## config.mk

```make
export PLATFORM = sky130hd
export DESIGN_NAME = gn3d_queue
export DESIGN_NICKNAME = d
export VERILOG_FILES = /design/src/rtl/gradient_noise_3d_core_defines.svh /design/src/rtl/gn3d_pkg.sv /design/src/rtl/gn3d_queue.sv
export SDC_FILE = /design/constraint.sdc
export NUM_CORES = 1
export LEC_CHECK = 0
export BUFFER_PORTS_ARGS = -buffer_cell sky130_fd_sc_hd__buf_2
export CORE_AREA = 5 5 82 84
export DETAILED_ROUTE_END_ITERATION = 10
export DIE_AREA = 0 0 87 89
export PLACE_DENSITY_LB_ADDON = 0.3
export SYNTH_ARGS = -nofsm -noshare
export SYNTH_HDL_FRONTEND = slang
export SYNTH_SLANG_ARGS = --single-unit
export TNS_END_PERCENT = 1
```

## constraint.sdc

```tcl
create_clock -name i_clk -period 1.78 [get_ports i_clk]
set_clock_uncertainty 0.2 [all_clocks]
set_input_delay 0 -clock i_clk [delete_from_list [all_inputs] [get_ports i_clk]]
set_output_delay 0 -clock i_clk [all_outputs]
set_load 0.01 [all_outputs]
```

## src/rtl/gradient_noise_3d_core_defines.svh

```systemverilog
// ----------------------------------------------------------------------------
// gradient noise 3d core assertion macros
// concurrent check wrappers, empty bodies for synthesis
// ----------------------------------------------------------------------------
`ifndef GRADIENT_NOISE_3D_CORE_DEFINES_SVH
`define GRADIENT_NOISE_3D_CORE_DEFINES_SVH

`ifndef SYNTHESIS
`define GN3D_ASSERT_IMP(lbl, clk, rst_n, ante, cons) \
    lbl: assert property (@(posedge clk) disable iff (!rst_n) (ante) |-> (cons)) \
        else $error("gn3d check failed");
`define GN3D_ASSERT_NXT(lbl, clk, rst_n, ante, cons) \
    lbl: assert property (@(posedge clk) disable iff (!rst_n) (ante) |=> (cons)) \
        else $error("gn3d check failed");
`else
`define GN3D_ASSERT_IMP(lbl, clk, rst_n, ante, cons)
`define GN3D_ASSERT_NXT(lbl, clk, rst_n, ante, cons)
`endif

`endif

```

## src/rtl/gn3d_pkg.sv

```systemverilog
// ----------------------------------------------------------------------------
// gn3d_pkg
// shared types and constants of the gradient noise core
// ----------------------------------------------------------------------------
package gn3d_pkg;

    localparam int BYTE_W      = 8;
    localparam int COORD_W     = 32;
    localparam int QUEUE_DEPTH = 4;
    localparam int OUT_DEPTH   = 16;

    typedef enum logic {
        KIND_LOAD = 1'b0,
        KIND_EVAL = 1'b1
    } t_gn3d_kind;

    typedef struct packed {
        logic full;
        logic empty;
    } t_gn3d_qstat;

    typedef struct packed {
        logic clearing;
    } t_gn3d_bstat;

endpackage

```

## src/rtl/gn3d_queue.sv

```systemverilog
// ----------------------------------------------------------------------------
// gn3d_queue
// short fifo between the classifier and the evaluation pipeline
// ----------------------------------------------------------------------------
module gn3d_queue #(
    parameter int WIDTH = 8,
    parameter int DEPTH = 4
) (
    input  logic                  i_clk,
    input  logic                  i_rst_n,
    input  logic                  i_push,
    input  logic [WIDTH-1:0]      i_data,
    input  logic                  i_pop,
    output logic [WIDTH-1:0]      o_data,
    output gn3d_pkg::t_gn3d_qstat o_status
);

    localparam int AW = $clog2(DEPTH);
    localparam int CW = $clog2(DEPTH + 1);

    logic [WIDTH-1:0] r_mem [DEPTH];
    logic [AW-1:0]    r_wr;
    logic [AW-1:0]    r_rd;
    logic [CW-1:0]    r_cnt;
    logic [AW-1:0]    n_wr;
    logic [AW-1:0]    n_rd;
    logic [CW-1:0]    n_cnt;

    always_comb begin
        n_wr  = r_wr;
        n_rd  = r_rd;
        n_cnt = r_cnt;
        if (i_push) begin
            n_wr = (r_wr == AW'(DEPTH - 1)) ? '0 : AW'(r_wr + 1'b1);
        end
        if (i_pop) begin
            n_rd = (r_rd == AW'(DEPTH - 1)) ? '0 : AW'(r_rd + 1'b1);
        end
        n_cnt = CW'(r_cnt + CW'(i_push) - CW'(i_pop));
    end

    always_ff @(posedge i_clk) begin
        if (!i_rst_n) begin
            r_wr  <= '0;
            r_rd  <= '0;
            r_cnt <= '0;
        end else begin
            r_wr  <= n_wr;
            r_rd  <= n_rd;
            r_cnt <= n_cnt;
        end
    end

    always_ff @(posedge i_clk) begin
        if (i_push) begin
            r_mem[r_wr] <= i_data;
        end
    end

    assign o_data         = r_mem[r_rd];
    assign o_status.full  = (r_cnt == CW'(DEPTH));
    assign o_status.empty = (r_cnt == '0);

endmodule

```

* Word-level counts from Yosys, hierarchy flattened
Memories as Yosys holds them, arrays and structs flattened. A register that Yosys moved wholly into a read port is not among the register bits.
Cells that the tools add are included.
** Cells by class
- Add/sub/neg operators :: 4
- Multiply operators :: 0
- Divide/modulo/power cells :: 0
- $lt $le $gt $ge :: 0
- Equality and inequality tests :: 3
- Shift-type cells :: 0
- Mux-type cells :: 6
- Bitwise gates (word level) :: 0
- Reductions and logical operators :: 1
** Operators with widths (count)
- 2-bit 2-to-1 mux :: 4
- 2-bit by 1-bit adder with 2-bit output, second input constant :: 2
- 2-bit == test, second input constant :: 2
- 3-bit by 1-bit adder with 3-bit output :: 1
- 3-bit == test, second input constant :: 1
- 3-bit logical NOT :: 1
- 3-bit by 1-bit subtractor with 3-bit output :: 1
- 1-bit 2-to-1 mux :: 2
** Word-level totals
- Flip-flop bits (word level) :: 7
- Bits in latches :: 0
- RAM bits :: 32
- Memory bits (read-only) :: 0
- Bits of input ports :: 12
- Output and inout bits :: 10
- Logic and storage cells :: 18
- Memories :: 1
** Memories
- r_mem :: depth 4, bits a word 8, read ports 1, clocked after Yosys merged registers in 1, wr ports 1, line gn3d_queue.sv:21 : logic [WIDTH-1:0] r_mem [DEPTH];

* Depth between registers and ports, before layout
Gate-level depths: netlist of the first run.
- Word-level depth :: 4
- Depth in mapped cells :: 7
- Depth with buffers taken out :: 7

* Worst setup path before layout of the first run
No wires, ideal clock.
- Path type :: reg-to-reg
- From :: reg r_cnt[0]
- To :: reg r_cnt[2]
- Library setup time :: 0.064 ns
- Arrival time :: 1.601 ns
- Required time :: 1.516 ns
- Path slack :: -0.086 ns
- Stages on the path, launching flop included :: 8
- Buffers on the path :: 0
- Period minus slack after synthesis :: 1.866 ns
- Cell sequence :: dfxtp_1 > inv_1 > ha_1 > inv_1 > ha_1 > fa_1 > xor3_1 > nor2_1
** On the way
- Longest elaborated chain between the ends :: 2
** RTL lines
- start, declared :: line gn3d_queue.sv:24 : logic [CW-1:0] r_cnt;
- start signal, assigned :: line gn3d_queue.sv:50 : r_cnt <= n_cnt;
- 3-bit by 1-bit adder with 3-bit output :: line gn3d_queue.sv:39 : n_cnt = CW'(r_cnt + CW'(i_push) - CW'(i_pop));
- 3-bit by 1-bit subtractor with 3-bit output :: line gn3d_queue.sv:39
No other way between the ends.
A chain may end at the register's enable or synchronous reset.

* Final worst setup path of the first run
- From :: reg r_cnt[0]
- To :: reg r_cnt[1]
** On the way
- Longest elaborated chain between the ends :: 2
** RTL lines
- 3-bit by 1-bit adder with 3-bit output :: line gn3d_queue.sv:39
- 3-bit by 1-bit subtractor with 3-bit output :: line gn3d_queue.sv:39
- named net n_cnt[1] :: line gn3d_queue.sv:27 : logic [CW-1:0] n_cnt;
The timed path passes the listed nets, and every way through them passes these cells.

==> results of run 1 <==
[state kept, by name, indices dropped and copies added, names as in the netlist, named ones only]
name,cells
r_cnt,3
r_rd,2
r_wr,2
r_mem,32
[worst max-delay path by stage]
stage,cells past startpoint,to,from,slack [ns]
after floorplan,6,r_cnt[1]$_SDFF_PN0_,r_cnt[0]$_SDFF_PN0_,0.08
after global placement,6,r_cnt[1]$_SDFF_PN0_,r_cnt[0]$_SDFF_PN0_,0.06
after detailed placement,6,r_cnt[1]$_SDFF_PN0_,r_cnt[0]$_SDFF_PN0_,0.02
after CTS,6,r_cnt[1]$_SDFF_PN0_,r_cnt[0]$_SDFF_PN0_,0.008
after global routing,6,r_cnt[1]$_SDFF_PN0_,r_cnt[0]$_SDFF_PN0_,0.02
final,6,r_cnt[1]$_SDFF_PN0_,r_cnt[0]$_SDFF_PN0_,0.05
[cell families after synthesis]
group / share of synthesized area (%)
DFF: 70.6
xor gates and xnor gates: 1.47
adders and majority gates: 6.66
and+or+nand+nor: 5.58
AOI/OAI and AO/OA: 0.620
muxes: 12.4
buffers and inverters: 2.63
[metal layers]
metal / vias to the layer above / wire length [um] / part of all wire (%) / GRT usage (%)
li1: 401 / - / - / -
met1: 429 / 1150 / 43 / 8.42
met2: 23 / 1310 / 49 / 14.1
met3: 8 / 168 / 6.2 / 2.95
met4: 0 / 70 / 2.6 / 4.67
met5: - / 0 / 0 / 0
[through the flow]
stage / instance area [um2] / cells / setup slack, ns
after floorplan: 1620 / 86 / 0.0765
after global placement: 1820 / 182 / 0.0591
after detailed placement: 1820 / 182 / 0.0184
after CTS: 2010 / 201 / 0.00831
after global routing: 2020 / 201 / 0.0164
final: 2020 / 201 / 0.0529
[worst max-delay path: stages, from the launching register on]
cell,delay [ns]
dfxtp_2,0.33
inv_1,0.04
ha_1,0.26
inv_1,0.06
ha_2,0.18
fa_2,0.42
and2_1,0.14
[power groups by stage]
stage / clock network (mW) / registers (mW) / logic [mW]
after CTS: 0.590 / 1.13 / 0.296
final: 0.568 / 1.13 / 0.289
after global placement: 0 / 1.14 / 0.266
after detailed placement: 0 / 1.15 / 0.276
after global routing: 0.642 / 1.13 / 0.319
after floorplan: 0 / 1.13 / 0.192
[cells in the mapped netlist]
library cell,instances
dfxtp_1,9
and2_1,6
and3_1,1
nor2_1,3
mux4_2,8
inv_1,7
clkbuf_2,1
a21oi_1,2
nor3_1,1
xor3_1,1
fa_1,1
mux2i_1,2
ha_1,7
buf_6,1
or3b_1,2
nand2b_1,2
edfxtp_1,32
[layout make-up]
class	count	share of cell area, %
inverters	7	1.30
clock inverters	3	0.867
multi-input cells	36	21.6
flip-flops and latches	41	56.6
repair buffers	34	11.6
clock buffers	5	3.41
well taps	75	4.65
[repair_timing]
item,4_1_cts,5_1_grt
hold buffers,11,0
hold endpoints to repair,41,0
setup endpoints to repair,0,4
gates resized for setup,0,2
==> results.sh, run 1 <==
export IMPL_timing_rr_start="r_cnt[0]$_SDFF_PN0_"
export IMPL_synth_top_cells_by_area="edfxtp_1 (59%), dfxtp_1 (11%), mux4_2 (11%)"
export IMPL_drv_slew=0
export IMPL_multi_input_area_um2=437
export IMPL_overflow=0
export IMPL_cts_setup_buffers=0
export IMPL_ys_seq_area_share_pct=70.6
export IMPL_p_per_area_nw_per_um2=982
export IMPL_grt_pass1_vias=946
export IMPL_vdd_drop_max_mv=0.503
export IMPL_required_ns=1.76
export IMPL_min_period_ns=1.73
export IMPL_setup_tns_ns=0
export IMPL_timing_final_crit_share_pct=97.0
export IMPL_drt_total_wl_mm=2.70
export IMPL_grt_max_degree=14
export IMPL_crit_fanout=2
export IMPL_antenna_found_initial=0
export IMPL_synth_top_cell_by_area="edfxtp_1"
export IMPL_min_path_type="primary input to flip-flop"
export IMPL_drt_first_pass_iters=5
export IMPL_io_buffers=21
export IMPL_dp_hpwl_mm=1.91
export IMPL_max_slew_margin_rel_pct=69.4
export IMPL_floorplan_rows=28
export IMPL_drt_antenna_violating_nets=0
export IMPL_grt_use_total_pct=8.09
export IMPL_yosysUniqueCellTypes=17
export IMPL_dieArea_um2=7740
export IMPL_hold_viol=0
export IMPL_p_clk_share_pct=28.6
export IMPL_htreeDepth=2
export IMPL_worst_pin_slew_ns=0.460
export IMPL_numClockSinks=41
export IMPL_syn_area_um2=1620
export IMPL_combPwrFrac_pct=14.6
export IMPL_total_power_mw=1.98
export IMPL_rrSetupSlack_ns=0.05
export IMPL_path_class="flip-flop to flip-flop"
export IMPL_switchingPower_mw=0.458
export IMPL_worstHoldEndpoint="r_cnt[0]$_SDFF_PN0_"
export IMPL_nFillCells=568
export IMPL_drc_errors=0
export IMPL_sequentialPowerShare_pct=56.8
export IMPL_first_iter_violations=41
export IMPL_layout_common_cells="edfxtp_1 (32), buf_2 (21), dlygate4sd3_1 (11)"
export IMPL_rsz0062_at_grt="no"
export IMPL_r2r_cells=6
export IMPL_post_route_util_pct=34.5
export IMPL_syn_inst=86
export IMPL_cp_end_kind="flip-flop"
export IMPL_hold_ws_ns=0.134
export IMPL_area_growth_pct=25.0
export IMPL_clkTransAtPathRegs_ns=0.07
export IMPL_reg2reg_to="r_cnt[1]$_SDFF_PN0_"
export IMPL_whs_path_depth=5
export IMPL_drv_cap=0
export IMPL_ctsRootBufferMaster="clkbuf_8"
export IMPL_gp_congestion=0.688
export IMPL_synth_seq_cells=41
export IMPL_die_w_um=87
export IMPL_num_io_pins=22
export IMPL_viasPerCell=4.28
export IMPL_holdCritStartpoint="i_pop"
export IMPL_n_antenna_cell=0
export IMPL_internal_power_mw=1.53
export IMPL_fin_nets=145
export IMPL_core_um2=5850
export IMPL_start_util_pct=27.6
export IMPL_regArea_um2=1140
export IMPL_wl_per_cell_um=13.4
export IMPL_status="finished, final reports clean"
export IMPL_fmax_mhz=579
export IMPL_yosysWarnings=0
export IMPL_final_common_cell="edfxtp_1"
export IMPL_numCtsBuffers=5
export IMPL_cts_buffer_depth=2
export IMPL_synth_nets=106
export IMPL_cts_tree="done"
export IMPL_dr_total_vias=861
export IMPL_grt_pass1_wl_mm=4.47
export IMPL_netSwitchingFraction_pct=23.1
export IMPL_critPathArrivalTime_ns=1.71
export IMPL_avgSynthCellArea_um2=18.8
export IMPL_setup_viol=0
export IMPL_die_h_um=89
export IMPL_critical_path_startpoint_type="flip-flop"
export IMPL_drive_above_1_share_pct=32.5
export IMPL_synth_top_area_share_pct=59.5
export IMPL_clk_latency_ns=0.29
export IMPL_p_leak_nw=0.752
Note: power is estimated with default switching activity, not from simulation.
==> run 2: changes to the inputs <==
- clock period: 1.78 -> 1.6 ns (I/O delays scaled with it)
==> run 2 against run 1 <==
  * The run now ends with negative setup slack left
  * Global-route usage is 0.37 points lower
  * Die area stayed put
  * First-iteration DRC count is 27% lower
  * Sequential power is 12% higher
  * Sequential share of layout area is 2.4 points lower
==> results.sh, run 2 (synthesized netlist as in run 1, its figures left out) <==
export IMPL_numClockSinks=41
export IMPL_r2r_cells=6
export IMPL_path_class="flip-flop to flip-flop"
export IMPL_floorplan_rows=28
export IMPL_io_buffers=21
export IMPL_drt_antenna_violating_nets=0
export IMPL_core_um2=5850
export IMPL_violations="negative setup slack"
export IMPL_crit_fanout=2
export IMPL_cts_setup_buffers=0
export IMPL_hold_viol=0
export IMPL_cp_end_kind="flip-flop"
export IMPL_fin_nets=150
export IMPL_die_w_um=87
export IMPL_numCtsBuffers=5
export IMPL_required_ns=1.62
export IMPL_setup_ws_ns=-0.0969
export IMPL_rsz0062_at_grt="yes"
export IMPL_drive_above_1_share_pct=37.7
export IMPL_whs_path_depth=5
export IMPL_dr_total_vias=854
export IMPL_hold_ws_ns=0.171
export IMPL_drv_cap=0
export IMPL_num_io_pins=22
export IMPL_grt_use_total_pct=7.72
export IMPL_dp_hpwl_mm=1.99
export IMPL_first_iter_violations=30
export IMPL_worst_pin_slew_ns=0.242
export IMPL_viasPerCell=4.17
export IMPL_grt_max_degree=13
export IMPL_drt_first_pass_iters=4
export IMPL_start_util_pct=27.6
export IMPL_critPathArrivalTime_ns=1.72
export IMPL_area_growth_pct=31.2
export IMPL_critical_path_startpoint_type="flip-flop"
export IMPL_gp_congestion=0.717
export IMPL_status="finished, violations left"
export IMPL_antenna_found_initial=0
export IMPL_max_slew_margin_rel_pct=83.8
export IMPL_wl_per_cell_um=13.2
export IMPL_layout_common_cells="edfxtp_1 (32), buf_2 (16), dlygate4sd3_1 (12)"
export IMPL_fmax_mhz=589
export IMPL_htreeDepth=2
export IMPL_min_period_ns=1.70
export IMPL_clkTransAtPathRegs_ns=0.07
export IMPL_cts_buffer_depth=2
export IMPL_grt_pass1_vias=937
export IMPL_final_common_cell="edfxtp_1"
export IMPL_dieArea_um2=7740
export IMPL_drt_total_wl_mm=2.72
export IMPL_largest_reg_flops=32
export IMPL_dp_slack_ns=-0.113
export IMPL_top_register="r_mem"
export IMPL_overflow=0
export IMPL_p_per_area_nw_per_um2=1050
export IMPL_die_h_um=89
export IMPL_min_path_type="primary input to flip-flop"
export IMPL_grt_pass1_wl_mm=4.37
export IMPL_ctsRootBufferMaster="clkbuf_8"
export IMPL_drv_slew=0
export IMPL_timing_final_crit_share_pct=106
export IMPL_drc_errors=0
export IMPL_placed_cells=186
export IMPL_clk_latency_ns=0.27
export IMPL_setup_viol=8
export IMPL_cts_tree="done"
export IMPL_reg_top3="r_mem: 32 flops, r_cnt: 3 flops"
export IMPL_n_antenna_cell=0
export IMPL_fin_cells=205
export IMPL_vdd_drop_max_mv=0.595
export IMPL_p_leak_nw=0.782
run 2: repair_timing:
| action | 4_1_cts | 5_1_grt |
|---|---|---|
| setup endpoints to repair | 10 | 9 |
| hold buffers | 11 | 1 |
| gates resized for setup | 8 | 3 |
| gates cloned | 0 | 0 |
| hold endpoints to repair | 41 | 4 |
| pin swaps | 3 | 0 |
run 2: path summary, 6_finish.rpt:
kind | slack (ns) | end | startpoint
setup / recovery | -0.1 | r_cnt[1]$_SDFF_PN0_ | r_cnt[0]$_SDFF_PN0_
hold / removal | 0.17 | r_cnt[0]$_SDFF_PN0_ | i_pop
setup reg to reg | -0.1 | r_cnt[1]$_SDFF_PN0_ | r_cnt[0]$_SDFF_PN0_
hold reg to reg | 0.34 | r_wr[0]$_SDFFE_PN0P_ | r_wr[0]$_SDFFE_PN0P_
run 2: final cells by class:
cell class                 instances  area (um2)
clock buffer                       5        68.8
clock inverter                     2        11.3
fill                             554        3730
inverter                           7        26.3
multi-input combinational         36         459
sequential                        41        1150
tap                               75        93.8
timing repair buffer              39         313
run 2: through the flow:
stage | setup TNS, ns | util [%] | power [mW] | instance area [um2]
2_1_floorplan | -0.0916 | - | 1.49 | 1640
3_3_place_gp | -0.108 | 32.0 | 1.59 | 1870
3_5_place_dp | -0.211 | 32.0 | 1.62 | 1870
4_1_cts | -0.594 | 35.8 | 2.27 | 2090
6_report | -0.299 | 36.2 | 2.23 | 2120
5_1_grt | -0.929 | 36.2 | 2.37 | 2120
run 2: where the power goes:
part / total [mW] / switching (mW) / internal (mW)
sequential: 1.26 / 0.0408 / 1.22
clock: 0.598 / 0.306 / 0.292
combinational: 0.375 / 0.155 / 0.220
total: 2.23 / 0.501 / 1.73
run 2: metal layers:
metal,up-vias,global-route usage [%],routed length [um]
met5,-,0,0
met4,0,2.97,25
met3,3,2.76,167
met2,22,12.8,1440
met1,419,9.26,1090
li1,410,-,-
run 2: worst max-delay path, cell delays in order, from the launching register on:
cell	delay, ns
dfxtp_2	0.34
inv_2	0.05
ha_4	0.25
inv_2	0.04
ha_4	0.15
fa_2	0.51
and2_1	0.11
